<file path="config.mk">
export PLATFORM = sky130hd
export DESIGN_NAME = gm_switching_enumerator_unit
export DESIGN_NICKNAME = d
export VERILOG_FILES = /design/src/rtl/core/gmse_pkg.sv /design/src/rtl/core/gm_switching_enumerator_unit.sv
export VERILOG_INCLUDE_DIRS = /design/src /design/src/rtl/core
export SDC_FILE = /design/constraint.sdc
export NUM_CORES = 2
export LEC_CHECK = 0
export BUFFER_PORTS_ARGS = -buffer_cell sky130_fd_sc_hd__buf_2
export CAP_MARGIN = 25
export CELL_PAD_IN_SITES_DETAIL_PLACEMENT = 1
export CELL_PAD_IN_SITES_GLOBAL_PLACEMENT = 2
export CORE_UTILIZATION = 50
export CTS_CLUSTER_DIAMETER = 80
export CTS_CLUSTER_SIZE = 28
export DETAILED_ROUTE_END_ITERATION = 16
export GPL_TIMING_DRIVEN = 1
export PLACE_DENSITY_LB_ADDON = 0.1
export SLEW_MARGIN = 20
export SYNTH_ARGS = -nofsm -noshare
export SYNTH_HDL_FRONTEND = slang
export SYNTH_SLANG_ARGS = --single-unit
</file>
<file path="constraint.sdc">
create_clock -name i_clk -period 11.8 [get_ports i_clk]
set_input_delay 3.54 -clock i_clk [delete_from_list [all_inputs] [get_ports i_clk]]
set_output_delay 3.54 -clock i_clk [all_outputs]
set_load 0.02 [all_outputs]
</file>
<file path="src/rtl/core/gm_switching_enumerator_unit_assert.svh">
// Assertion macros for the switching enumerator.
// No dependencies; define SYNTHESIS to compile them out.
`ifndef GM_SWITCHING_ENUMERATOR_UNIT_ASSERT_SVH
`define GM_SWITCHING_ENUMERATOR_UNIT_ASSERT_SVH
`ifndef SYNTHESIS
`define GM_ASSERT_IMPL(label, clk, rst_n, ante, cons) \
    label: assert property (@(posedge clk) disable iff (!rst_n) (ante) |-> (cons)) \
        else $error("assertion failed");
`define GM_ASSERT_NEXT(label, clk, rst_n, ante, cons) \
    label: assert property (@(posedge clk) disable iff (!rst_n) (ante) |=> (cons)) \
        else $error("assertion failed");
`else
`define GM_ASSERT_IMPL(label, clk, rst_n, ante, cons)
`define GM_ASSERT_NEXT(label, clk, rst_n, ante, cons)
`endif
`endif

</file>
<file path="src/rtl/core/gmse_pkg.sv">
// Package for the switching enumerator: sizes, ops and row and index types.
// No dependencies.
package gmse_pkg;
    localparam int VERTICES = 63;
    localparam int IDX_W    = 6;
    localparam int ROW_W    = 63;
    localparam int CNT_W    = 3;
    localparam logic [IDX_W-1:0] LAST_V = IDX_W'(VERTICES - 1);
    localparam logic OP_LOAD = 1'b0;
    localparam logic OP_FIND = 1'b1;
    typedef logic [IDX_W-1:0] t_idx;
    typedef logic [ROW_W-1:0] t_row;
endpackage

</file>
<file path="src/rtl/core/gm_switching_enumerator_unit.sv">
// Top level of the four-vertex switching-set enumerator.
// Depends on gmse_pkg and gm_switching_enumerator_unit_assert.svh.
//
//  channel | valid    | stall    | payload
//  in      | i_valid  | o_stall  | i_op, i_row_index, i_row_bits
//  out     | o_valid  | i_stall  | o_out_row_index, o_out_row_bits, o_set_*, o_last, o_exhausted
//
// A load word writes its row when it is accepted. A find word tests subsets one at a time:
// the sequencer reads the four member rows, then does the outside pass over all rows,
// then steps the cursor; a failed member degree skips the outside pass.
// A hit emits 63 rows, each read, latched and handed off in turn; a full miss scan
// covers all 595665 subsets, one row read at a time through the single row read port.
// Sync active-low reset clears cursor, done flag and sequencer, not the rows.
// Output stall holds the emit pass in place; o_stall is high while a word is in flight.
`include "gm_switching_enumerator_unit_assert.svh"
module gm_switching_enumerator_unit (
    input  logic        i_clk,
    input  logic        i_rst_n,
    input  logic        i_valid,
    output logic        o_stall,
    input  logic        i_op,
    input  logic [5:0]  i_row_index,
    input  logic [62:0] i_row_bits,
    output logic        o_valid,
    input  logic        i_stall,
    output logic [5:0]  o_out_row_index,
    output logic [62:0] o_out_row_bits,
    output logic [5:0]  o_set_first,
    output logic [5:0]  o_set_second,
    output logic [5:0]  o_set_third,
    output logic [5:0]  o_set_fourth,
    output logic        o_last,
    output logic        o_exhausted
);
    localparam logic [2:0] S_IDLE = 3'd0;
    localparam logic [2:0] S_MEMB = 3'd1; // read four member rows
    localparam logic [2:0] S_OUTS = 3'd2; // read all rows, check counts
    localparam logic [2:0] S_EMIT = 3'd3; // read row, build switched row
    localparam logic [2:0] S_OUTW = 3'd4; // result word waiting
    localparam logic [2:0] S_NEXT = 3'd5; // advance cursor after a miss

    // Row memory, one read port, registered data.
    gmse_pkg::t_row            r_rows [gmse_pkg::VERTICES];
    gmse_pkg::t_row            r_rd_row;
    gmse_pkg::t_idx            rd_addr;

    logic [2:0]      r_state;
    gmse_pkg::t_idx  r_s [4];
    logic            r_done;
    gmse_pkg::t_idx  r_ptr;       // address issued last cycle
    logic            r_pend;      // a read is in flight
    logic [1:0]      r_k;
    logic [2:0]      r_base;
    logic            r_fail, r_two;
    gmse_pkg::t_idx  r_widx;
    logic            r_pend_eq;
    logic            r_ovalid;
    gmse_pkg::t_idx  r_o_idx;
    gmse_pkg::t_row  r_o_row;
    logic            r_o_last, r_o_exh;
    gmse_pkg::t_row  r_sw_mask;   // outside vertices with count 2

    wire acc_in  = i_valid && !o_stall;
    wire acc_out = r_ovalid && !i_stall;

    function automatic logic [2:0] cnt4(input gmse_pkg::t_row row,
                                        input gmse_pkg::t_idx a, input gmse_pkg::t_idx b,
                                        input gmse_pkg::t_idx c, input gmse_pkg::t_idx d);
        cnt4 = 3'(row[a]) + 3'(row[b]) + 3'(row[c]) + 3'(row[d]);
    endfunction

    logic [2:0] rd_cnt;
    logic       rd_member;
    gmse_pkg::t_row set_mask;
    assign rd_cnt = cnt4(r_rd_row, r_s[0], r_s[1], r_s[2], r_s[3]);
    assign rd_member = (r_ptr == r_s[0]) || (r_ptr == r_s[1]) ||
                       (r_ptr == r_s[2]) || (r_ptr == r_s[3]);
    assign set_mask = (gmse_pkg::ROW_W'(1) << r_s[0]) | (gmse_pkg::ROW_W'(1) << r_s[1]) |
                      (gmse_pkg::ROW_W'(1) << r_s[2]) | (gmse_pkg::ROW_W'(1) << r_s[3]);

    // Next subset in lexicographic order.
    gmse_pkg::t_idx nx [4];
    logic           nx_ok;
    always_comb begin
        nx = r_s;
        nx_ok = 1'b1;
        if (7'(r_s[3]) + 7'd1 < 7'(gmse_pkg::VERTICES)) begin
            nx[3] = r_s[3] + 6'd1;
        end else if (7'(r_s[2]) + 7'd2 < 7'(gmse_pkg::VERTICES)) begin
            nx[2] = r_s[2] + 6'd1; nx[3] = r_s[2] + 6'd2;
        end else if (7'(r_s[1]) + 7'd3 < 7'(gmse_pkg::VERTICES)) begin
            nx[1] = r_s[1] + 6'd1; nx[2] = r_s[1] + 6'd2; nx[3] = r_s[1] + 6'd3;
        end else if (7'(r_s[0]) + 7'd4 < 7'(gmse_pkg::VERTICES)) begin
            nx[0] = r_s[0] + 6'd1; nx[1] = r_s[0] + 6'd2;
            nx[2] = r_s[0] + 6'd3; nx[3] = r_s[0] + 6'd4;
        end else begin
            nx_ok = 1'b0;
        end
    end

    assign o_stall = (r_state != S_IDLE);

    // Read address: one row per cycle while scanning. The last member cycle
    // already issues row 0 for the outside pass.
    gmse_pkg::t_idx next_ptr;
    always_comb begin
        next_ptr = r_ptr + 6'd1;
        rd_addr  = next_ptr;
        if (r_state == S_MEMB) rd_addr = r_pend_eq ? '0 : r_s[r_k];
        if (r_state == S_IDLE || r_state == S_NEXT) rd_addr = '0;
        if (r_state == S_OUTW || r_state == S_EMIT) rd_addr = r_widx;
    end

    always_ff @(posedge i_clk) begin
        if (acc_in && i_op == gmse_pkg::OP_LOAD && i_row_index < gmse_pkg::LAST_V + 6'd1) begin
            r_rows[i_row_index] <= i_row_bits;
        end
        r_rd_row <= r_rows[rd_addr];
    end

    // Sequencer. S_MEMB: r_k is the next member to read; r_pend_eq marks
    // that the last member read has returned.
    always_ff @(posedge i_clk) begin
        if (!i_rst_n) begin
            r_state  <= S_IDLE;
            r_s[0]   <= 6'd0; r_s[1] <= 6'd1; r_s[2] <= 6'd2; r_s[3] <= 6'd3;
            r_done   <= 1'b0;
            r_ovalid <= 1'b0;
            r_pend   <= 1'b0;
            r_pend_eq <= 1'b0;
            r_o_last <= 1'b0;
            r_o_exh  <= 1'b0;
        end else begin
            unique case (r_state)
                S_IDLE: begin
                    if (acc_in && i_op == gmse_pkg::OP_LOAD) begin
                        r_s[0] <= 6'd0; r_s[1] <= 6'd1; r_s[2] <= 6'd2; r_s[3] <= 6'd3;
                        r_done <= 1'b0;
                    end else if (acc_in) begin
                        if (r_done) begin
                            r_ovalid <= 1'b1;
                            r_o_idx <= '0; r_o_row <= '0; r_o_exh <= 1'b1; r_o_last <= 1'b1;
                            r_sw_mask <= '0;
                        end
                        r_state <= r_done ? S_OUTW : S_MEMB;
                        r_k <= 2'd0; r_pend <= 1'b0; r_fail <= 1'b0; r_pend_eq <= 1'b0;
                    end
                end
                S_MEMB: begin
                    // issue member r_k; its row returns next cycle
                    r_k       <= r_k + 2'd1;
                    r_pend_eq <= (r_k == 2'd3);
                    if (r_pend && r_ptr == r_s[0]) begin
                        r_base <= 3'(r_rd_row[r_s[1]]) + 3'(r_rd_row[r_s[2]]) +
                                  3'(r_rd_row[r_s[3]]);
                    end
                    if (r_pend && r_ptr != r_s[0] && rd_cnt != r_base) begin
                        r_state <= S_NEXT; r_pend <= 1'b0;
                    end else if (r_pend && r_pend_eq) begin
                        r_state <= S_OUTS; r_ptr <= '0; r_pend <= 1'b1;
                        r_two <= 1'b0; r_sw_mask <= '0;
                    end else begin
                        r_pend <= 1'b1;
                        r_ptr  <= r_s[r_k];
                    end
                end
                S_OUTS: begin
                    // r_rd_row holds row r_ptr (issued last cycle)
                    if (!rd_member) begin
                        if (rd_cnt == 3'd1 || rd_cnt == 3'd3) r_fail <= 1'b1;
                        if (rd_cnt == 3'd2) begin
                            r_two <= 1'b1;
                            r_sw_mask[r_ptr] <= 1'b1;
                        end
                    end
                    r_ptr <= next_ptr;
                    if (r_ptr == gmse_pkg::LAST_V) begin
                        r_pend <= 1'b0;
                        if (!r_fail && !(!rd_member && (rd_cnt == 3'd1 || rd_cnt == 3'd3)) &&
                            (r_two || (!rd_member && rd_cnt == 3'd2))) begin
                            r_state <= S_EMIT; r_widx <= '0;
                            r_done <= !nx_ok;
                            r_o_exh <= 1'b0;
                        end else begin
                            r_state <= S_NEXT;
                        end
                    end
                end
                S_EMIT: begin
                    if (r_pend) begin
                        r_ovalid <= 1'b1;
                        r_o_idx  <= r_widx;
                        r_o_last <= (r_widx == gmse_pkg::LAST_V);
                        if ((r_widx == r_s[0]) || (r_widx == r_s[1]) ||
                            (r_widx == r_s[2]) || (r_widx == r_s[3]))
                            r_o_row <= r_rd_row ^ r_sw_mask;
                        else if (r_sw_mask[r_widx])
                            r_o_row <= r_rd_row ^ set_mask;
                        else
                            r_o_row <= r_rd_row;
                        r_state <= S_OUTW;
                        r_pend <= 1'b0;
                    end else begin
                        r_pend <= 1'b1;
                    end
                end
                S_OUTW: begin
                    if (acc_out) begin
                        r_ovalid <= 1'b0;
                        if (r_o_last) begin
                            r_state <= S_IDLE;
                            if (!r_o_exh && nx_ok) r_s <= nx;
                        end else begin
                            r_widx <= r_widx + 6'd1;
                            r_state <= S_EMIT;
                        end
                    end
                end
                S_NEXT: begin
                    if (nx_ok) begin
                        r_s <= nx;
                        r_state <= S_MEMB;
                        r_k <= 2'd0; r_pend <= 1'b0; r_fail <= 1'b0; r_pend_eq <= 1'b0;
                    end else begin
                        r_done <= 1'b1;
                        r_ovalid <= 1'b1;
                        r_o_idx <= '0; r_o_row <= '0; r_o_exh <= 1'b1; r_o_last <= 1'b1;
                        r_state <= S_OUTW;
                    end
                end
                default: r_state <= S_IDLE;
            endcase
        end
    end

    assign o_valid         = r_ovalid;
    assign o_out_row_index = r_o_idx;
    assign o_out_row_bits  = r_o_row;
    assign o_set_first     = r_o_exh ? 6'd0 : r_s[0];
    assign o_set_second    = r_o_exh ? 6'd0 : r_s[1];
    assign o_set_third     = r_o_exh ? 6'd0 : r_s[2];
    assign o_set_fourth    = r_o_exh ? 6'd0 : r_s[3];
    assign o_last          = r_o_last;
    assign o_exhausted     = r_o_exh;

    `GM_ASSERT_IMPL(a_valid_in_outw, i_clk, i_rst_n, o_valid, r_state == S_OUTW)
    `GM_ASSERT_IMPL(a_exh_last, i_clk, i_rst_n, o_valid && o_exhausted, o_last)
    `GM_ASSERT_NEXT(a_hold_stalled, i_clk, i_rst_n, o_valid && i_stall,
                    o_valid && $stable(o_out_row_index))
endmodule
</file>
==> results.rst <==
.. list-table::
   :header-rows: 1

   * - Metric
     - Value
   * - Result of the run
     - completed
   * - Sort of element at the end of the critical path
     - flip-flop
   * - Category of the critical setup timing path
     - in2reg
   * - Clock Tree Buf Depth
     - 4
   * - Synth Area in Simple Gates
     - 0.0288
   * - Global routing usage on met2
     - 0.466
   * - Global-route wire length before repair
     - 720 mm
   * - Remaining antenna violation count
     - 0
   * - Adder and majority cell fraction of the synthesized area
     - 0.00339
   * - Number of buffers inserted by post-CTS setup repair
     - 0
   * - Syn-to-layout area delta
     - 8.25%
   * - Cell types with the highest counts after synthesis
     - sky130_fd_sc_hd__edfxtp_1 (4119), sky130_fd_sc_hd__mux4_2 (1008), sky130_fd_sc_hd__a22oi_1 (421), sky130_fd_sc_hd__clkbuf_1 (344), sky130_fd_sc_hd__nor2_1 (295)
   * - HPWL Detailed
     - 325 mm
   * - H-Tree Level Count
     - 4
   * - Total routing usage reported by global routing
     - 0.308
   * - Async S/R FF share, synth
     - 0
   * - P_sw
     - 12.5 mW
   * - Slew @ Worst Pin
     - 1180 ps
   * - Power Internal
     - 24.4 mW
   * - Weighted congestion reported at the end of routability-driven placement
     - 0.915
   * - Main area contributors after synthesis
     - sky130_fd_sc_hd__edfxtp_1 (74%), sky130_fd_sc_hd__mux4_2 (14%), sky130_fd_sc_hd__a22oi_1 (1.9%), sky130_fd_sc_hd__dfxtp_1 (1.2%), sky130_fd_sc_hd__a21oi_1 (0.87%)
   * - Number of vias after detailed routing
     - 89266
   * - Pre-CTS setup slack
     - 3930 ps
   * - Synth Area per Inst
     - 19.9 sq um
   * - First drt pass iteration count
     - 5
   * - Vias in the first global route
     - 87627
   * - Resize count post-CTS
     - 0
   * - Synth Cell Area
     - 167000 sq um
   * - Clock tree from TritonCTS
     - done
   * - Effective utilization at floorplan
     - 0.504
   * - Core Util, Final
     - 0.546
   * - Initial antenna violation count
     - 80
   * - Largest vdd supply drop
     - 175 uV
   * - Total of max-cap violations
     - 0
   * - Compound-gate portion of the synthesized area
     - 0.0558
   * - Number of cells produced by synthesis
     - 8416
   * - Post-route DRC
     - 0
   * - Clock power frac
     - 0.221
   * - Routed Wire Length
     - 523 mm
   * - Pin count of the biggest net entering global routing
     - 101
   * - Worst reg2reg path endpoint
     - r_rd_row[58]
   * - Normalized max-slew margin
     - 0.213
   * - Post-synth EDFFs
     - 4119
   * - GRT met3 Usage
     - 0.0572
   * - Register-to-Register Path Depth
     - 10
   * - Switching part of the total
     - 0.339
   * - Grt peak-use layer
     - met2
   * - Ratio of cells with drive above 1 in the final layout
     - 0.219
   * - Crit path arrival time
     - 7530 ps
   * - Horiz. Die Dim
     - 580 um
   * - Net count reported at finish
     - 8640
   * - Final number of max-transition violations
     - 0
   * - Worst hold path type
     - reg2reg
   * - Logic gate share of total power
     - 0.309
   * - Final number of setup-violating endpoints
     - 0
   * - Post-synthesis sequential element count
     - 4215
   * - I/O Pins
     - 171
   * - Setup repair after global routing missed its margin
     - no
   * - Total area of multi-input combinational cells
     - 39700 sq um
   * - Power density relative to cell area
     - 204 nW/um^2
   * - Total overflow reported by the global router
     - 0
   * - Critical path startpoint
     - i_op
   * - Die Area
     - 336000 sq um
   * - Cell type contributing the most total cell area after synthesis
     - sky130_fd_sc_hd__edfxtp_1
   * - Final-layout fill cell count
     - 28403
   * - Per-cell routed wire length
     - 40.1 um
   * - Routing usage on met1
     - 0.457
   * - Most common cell in the synthesized netlist
     - sky130_fd_sc_hd__edfxtp_1
   * - Cts-stage hold buffer count
     - 0
   * - Cell Rows
     - 211
   * - DR vias/cell
     - 6.84
   * - Area share of the largest cell type after synthesis
     - 0.740
   * - Critical R2R Launch
     - r_state[0]
   * - Sequential Power Share
     - 0.470
   * - Clock tree root buffer cell
     - sky130_fd_sc_hd__clkbuf_16
   * - Leak Pwr
     - 54.9 nW
   * - Final critical path time including I/O delays and setup
     - 6950 ps
   * - Number of clock sinks
     - 4215
   * - Fin Hold WS
     - 519 ps
   * - Timing endpoint of the critical path
     - r_rows[5][17]
   * - Power after layout
     - 36.9 mW
   * - Total area of sequential cells
     - 126000 sq um
   * - Number of unique standard cell types used by synthesis
     - 82
   * - Flop-to-flop setup slack
     - 5340 ps
   * - Register clock-pin slew on the reported worst setup and hold paths
     - 90 ps
   * - Crit start category
     - input pin
   * - Part of the Yosys area used for sequential elements
     - 0.752
   * - First DRT Iteration DRCs
     - 12713
   * - Setup TNS
     - 0 ps
   * - Most instantiated flip-flop cell in the synthesis netlist
     - sky130_fd_sc_hd__edfxtp_1
   * - Worst-Skew Late Latency
     - 980 ps
   * - Largest fanout on the critical path
     - 37
   * - Multiplexer area fraction after synthesis
     - 0.138
   * - Mapped Nets
     - 8534
   * - Main combinational cell family by area after synthesis
     - multiplexers
   * - Portion of the clock cycle consumed by the worst path in the final layout
     - 0.589
   * - Count of final hold-check violations
     - 0
   * - Data required time of the critical path
     - 12380 ps
   * - Highest clock rate
     - 0.144 GHz
   * - IO buf count
     - 170
   * - Synthesized-area fraction occupied by xor and xnor cells
     - 0.00734
   * - Total of warnings raised by yosys
     - 0
   * - CORE AREA
     - 331000 sq um
   * - Number of buffers added by the clock tree synthesis step
     - 194
   * - Worst Setup Slack, final
     - 4850 ps
   * - Overall die height
     - 580 um
   * - Layout Skew
     - 65.6 ps
## metal layers
layer	vias up	share of wire
li1	35293	-
met1	48769	0.41
met2	4537	0.46
met3	631	0.091
met4	36	0.035
met5	-	0.00047
## sequential cells by signal, indices dropped and copies added, names as in the netlist, 3 cells and up
name             cells
r_rows            3969
o_out_row_bits      63
r_rd_row            63
r_sw_mask           63
r_s                 24
o_out_row_index      6
r_ptr                6
r_widx               6
r_state              3
## worst min-delay path by stage
stage / slack, ps / start / cells after the start / end
final: 520 / r_s[21] / 2 / r_s[21]
after global routing: 550 / r_s[13] / 2 / r_s[13]
after floorplan: 490 / r_done / 2 / r_done
after CTS: 520 / r_s[21] / 2 / r_s[21]
after global placement: 480 / r_s[13] / 2 / r_s[13]
after detailed placement: 510 / r_s[13] / 2 / r_s[13]
## cell usage in the layout (no fill, tap or decap), types with 39 or more instances in the layout
cell type                   instances
sky130_fd_sc_hd__o211ai_1          70
sky130_fd_sc_hd__a22oi_1          421
sky130_fd_sc_hd__ha_1              42
sky130_fd_sc_hd__nor2_4            68
sky130_fd_sc_hd__o31ai_1           61
sky130_fd_sc_hd__dfxtp_1           92
sky130_fd_sc_hd__edfxtp_1        4119
sky130_fd_sc_hd__buf_2            150
sky130_fd_sc_hd__clkbuf_16        198
sky130_fd_sc_hd__nand3_1          187
sky130_fd_sc_hd__mux4_2          1008
sky130_fd_sc_hd__nand2_1          227
sky130_fd_sc_hd__nor2b_1           39
sky130_fd_sc_hd__or4_1             70
sky130_fd_sc_hd__a31oi_1           73
sky130_fd_sc_hd__buf_4            282
sky130_fd_sc_hd__o22ai_1           69
sky130_fd_sc_hd__nor2_1           227
sky130_fd_sc_hd__xnor2_1          114
sky130_fd_sc_hd__o21ai_0          194
sky130_fd_sc_hd__a221oi_1          42
sky130_fd_sc_hd__a21oi_1          285
## critical path, stage by stage
cell and delay, ps:
sky130_fd_sc_hd__buf_2 110, sky130_fd_sc_hd__nand2b_1 220, sky130_fd_sc_hd__or3_1 700, sky130_fd_sc_hd__nor2_1 380
sky130_fd_sc_hd__nand2_1 680, sky130_fd_sc_hd__nor2_4 1030, sky130_fd_sc_hd__buf_4 680
## area by class of cell
| cell class | count | area share |
|---|---|---|
| sequential | 4215 | 0.695 |
| multi-input combinational | 3606 | 0.219 |
| tap | 4366 | 0.0302 |
| clock buffer | 228 | 0.0282 |
| timing repair buffer | 479 | 0.0215 |
| clock inverter | 86 | 0.00527 |
| inverter | 26 | 0.000540 |
| antenna | 37 | 0.000512 |
## cell families after synthesis
kind of cell / Yosys count
DFF: 4215
AOI/OAI and AO/OA: 1390
muxes: 1040
and+or+nand+nor: 992
buffers and inverters: 595
xor gates and xnor gates: 140
adders and majority gates: 44
## through the flow
step | cells | instance area [sq um]
after floorplan | 8416 | 167000
after global placement | 12654 | 174000
after detailed placement | 12680 | 174000
after CTS | 12994 | 181000
after global routing | 13010 | 181000
final | 13043 | 181000
## power groups by stage
stage	Clock [mW]	Combinational, mW	Sequential, mW
global placement	0	11.2	17.7
CTS	8.31	11.4	17.3
detailed placement	0	11.3	17.7
global route	8.69	12.0	17.4
finish	8.16	11.4	17.4
floorplan	0	6.93	17.2
No activity file was read; power rests on OpenSTA's default activity.
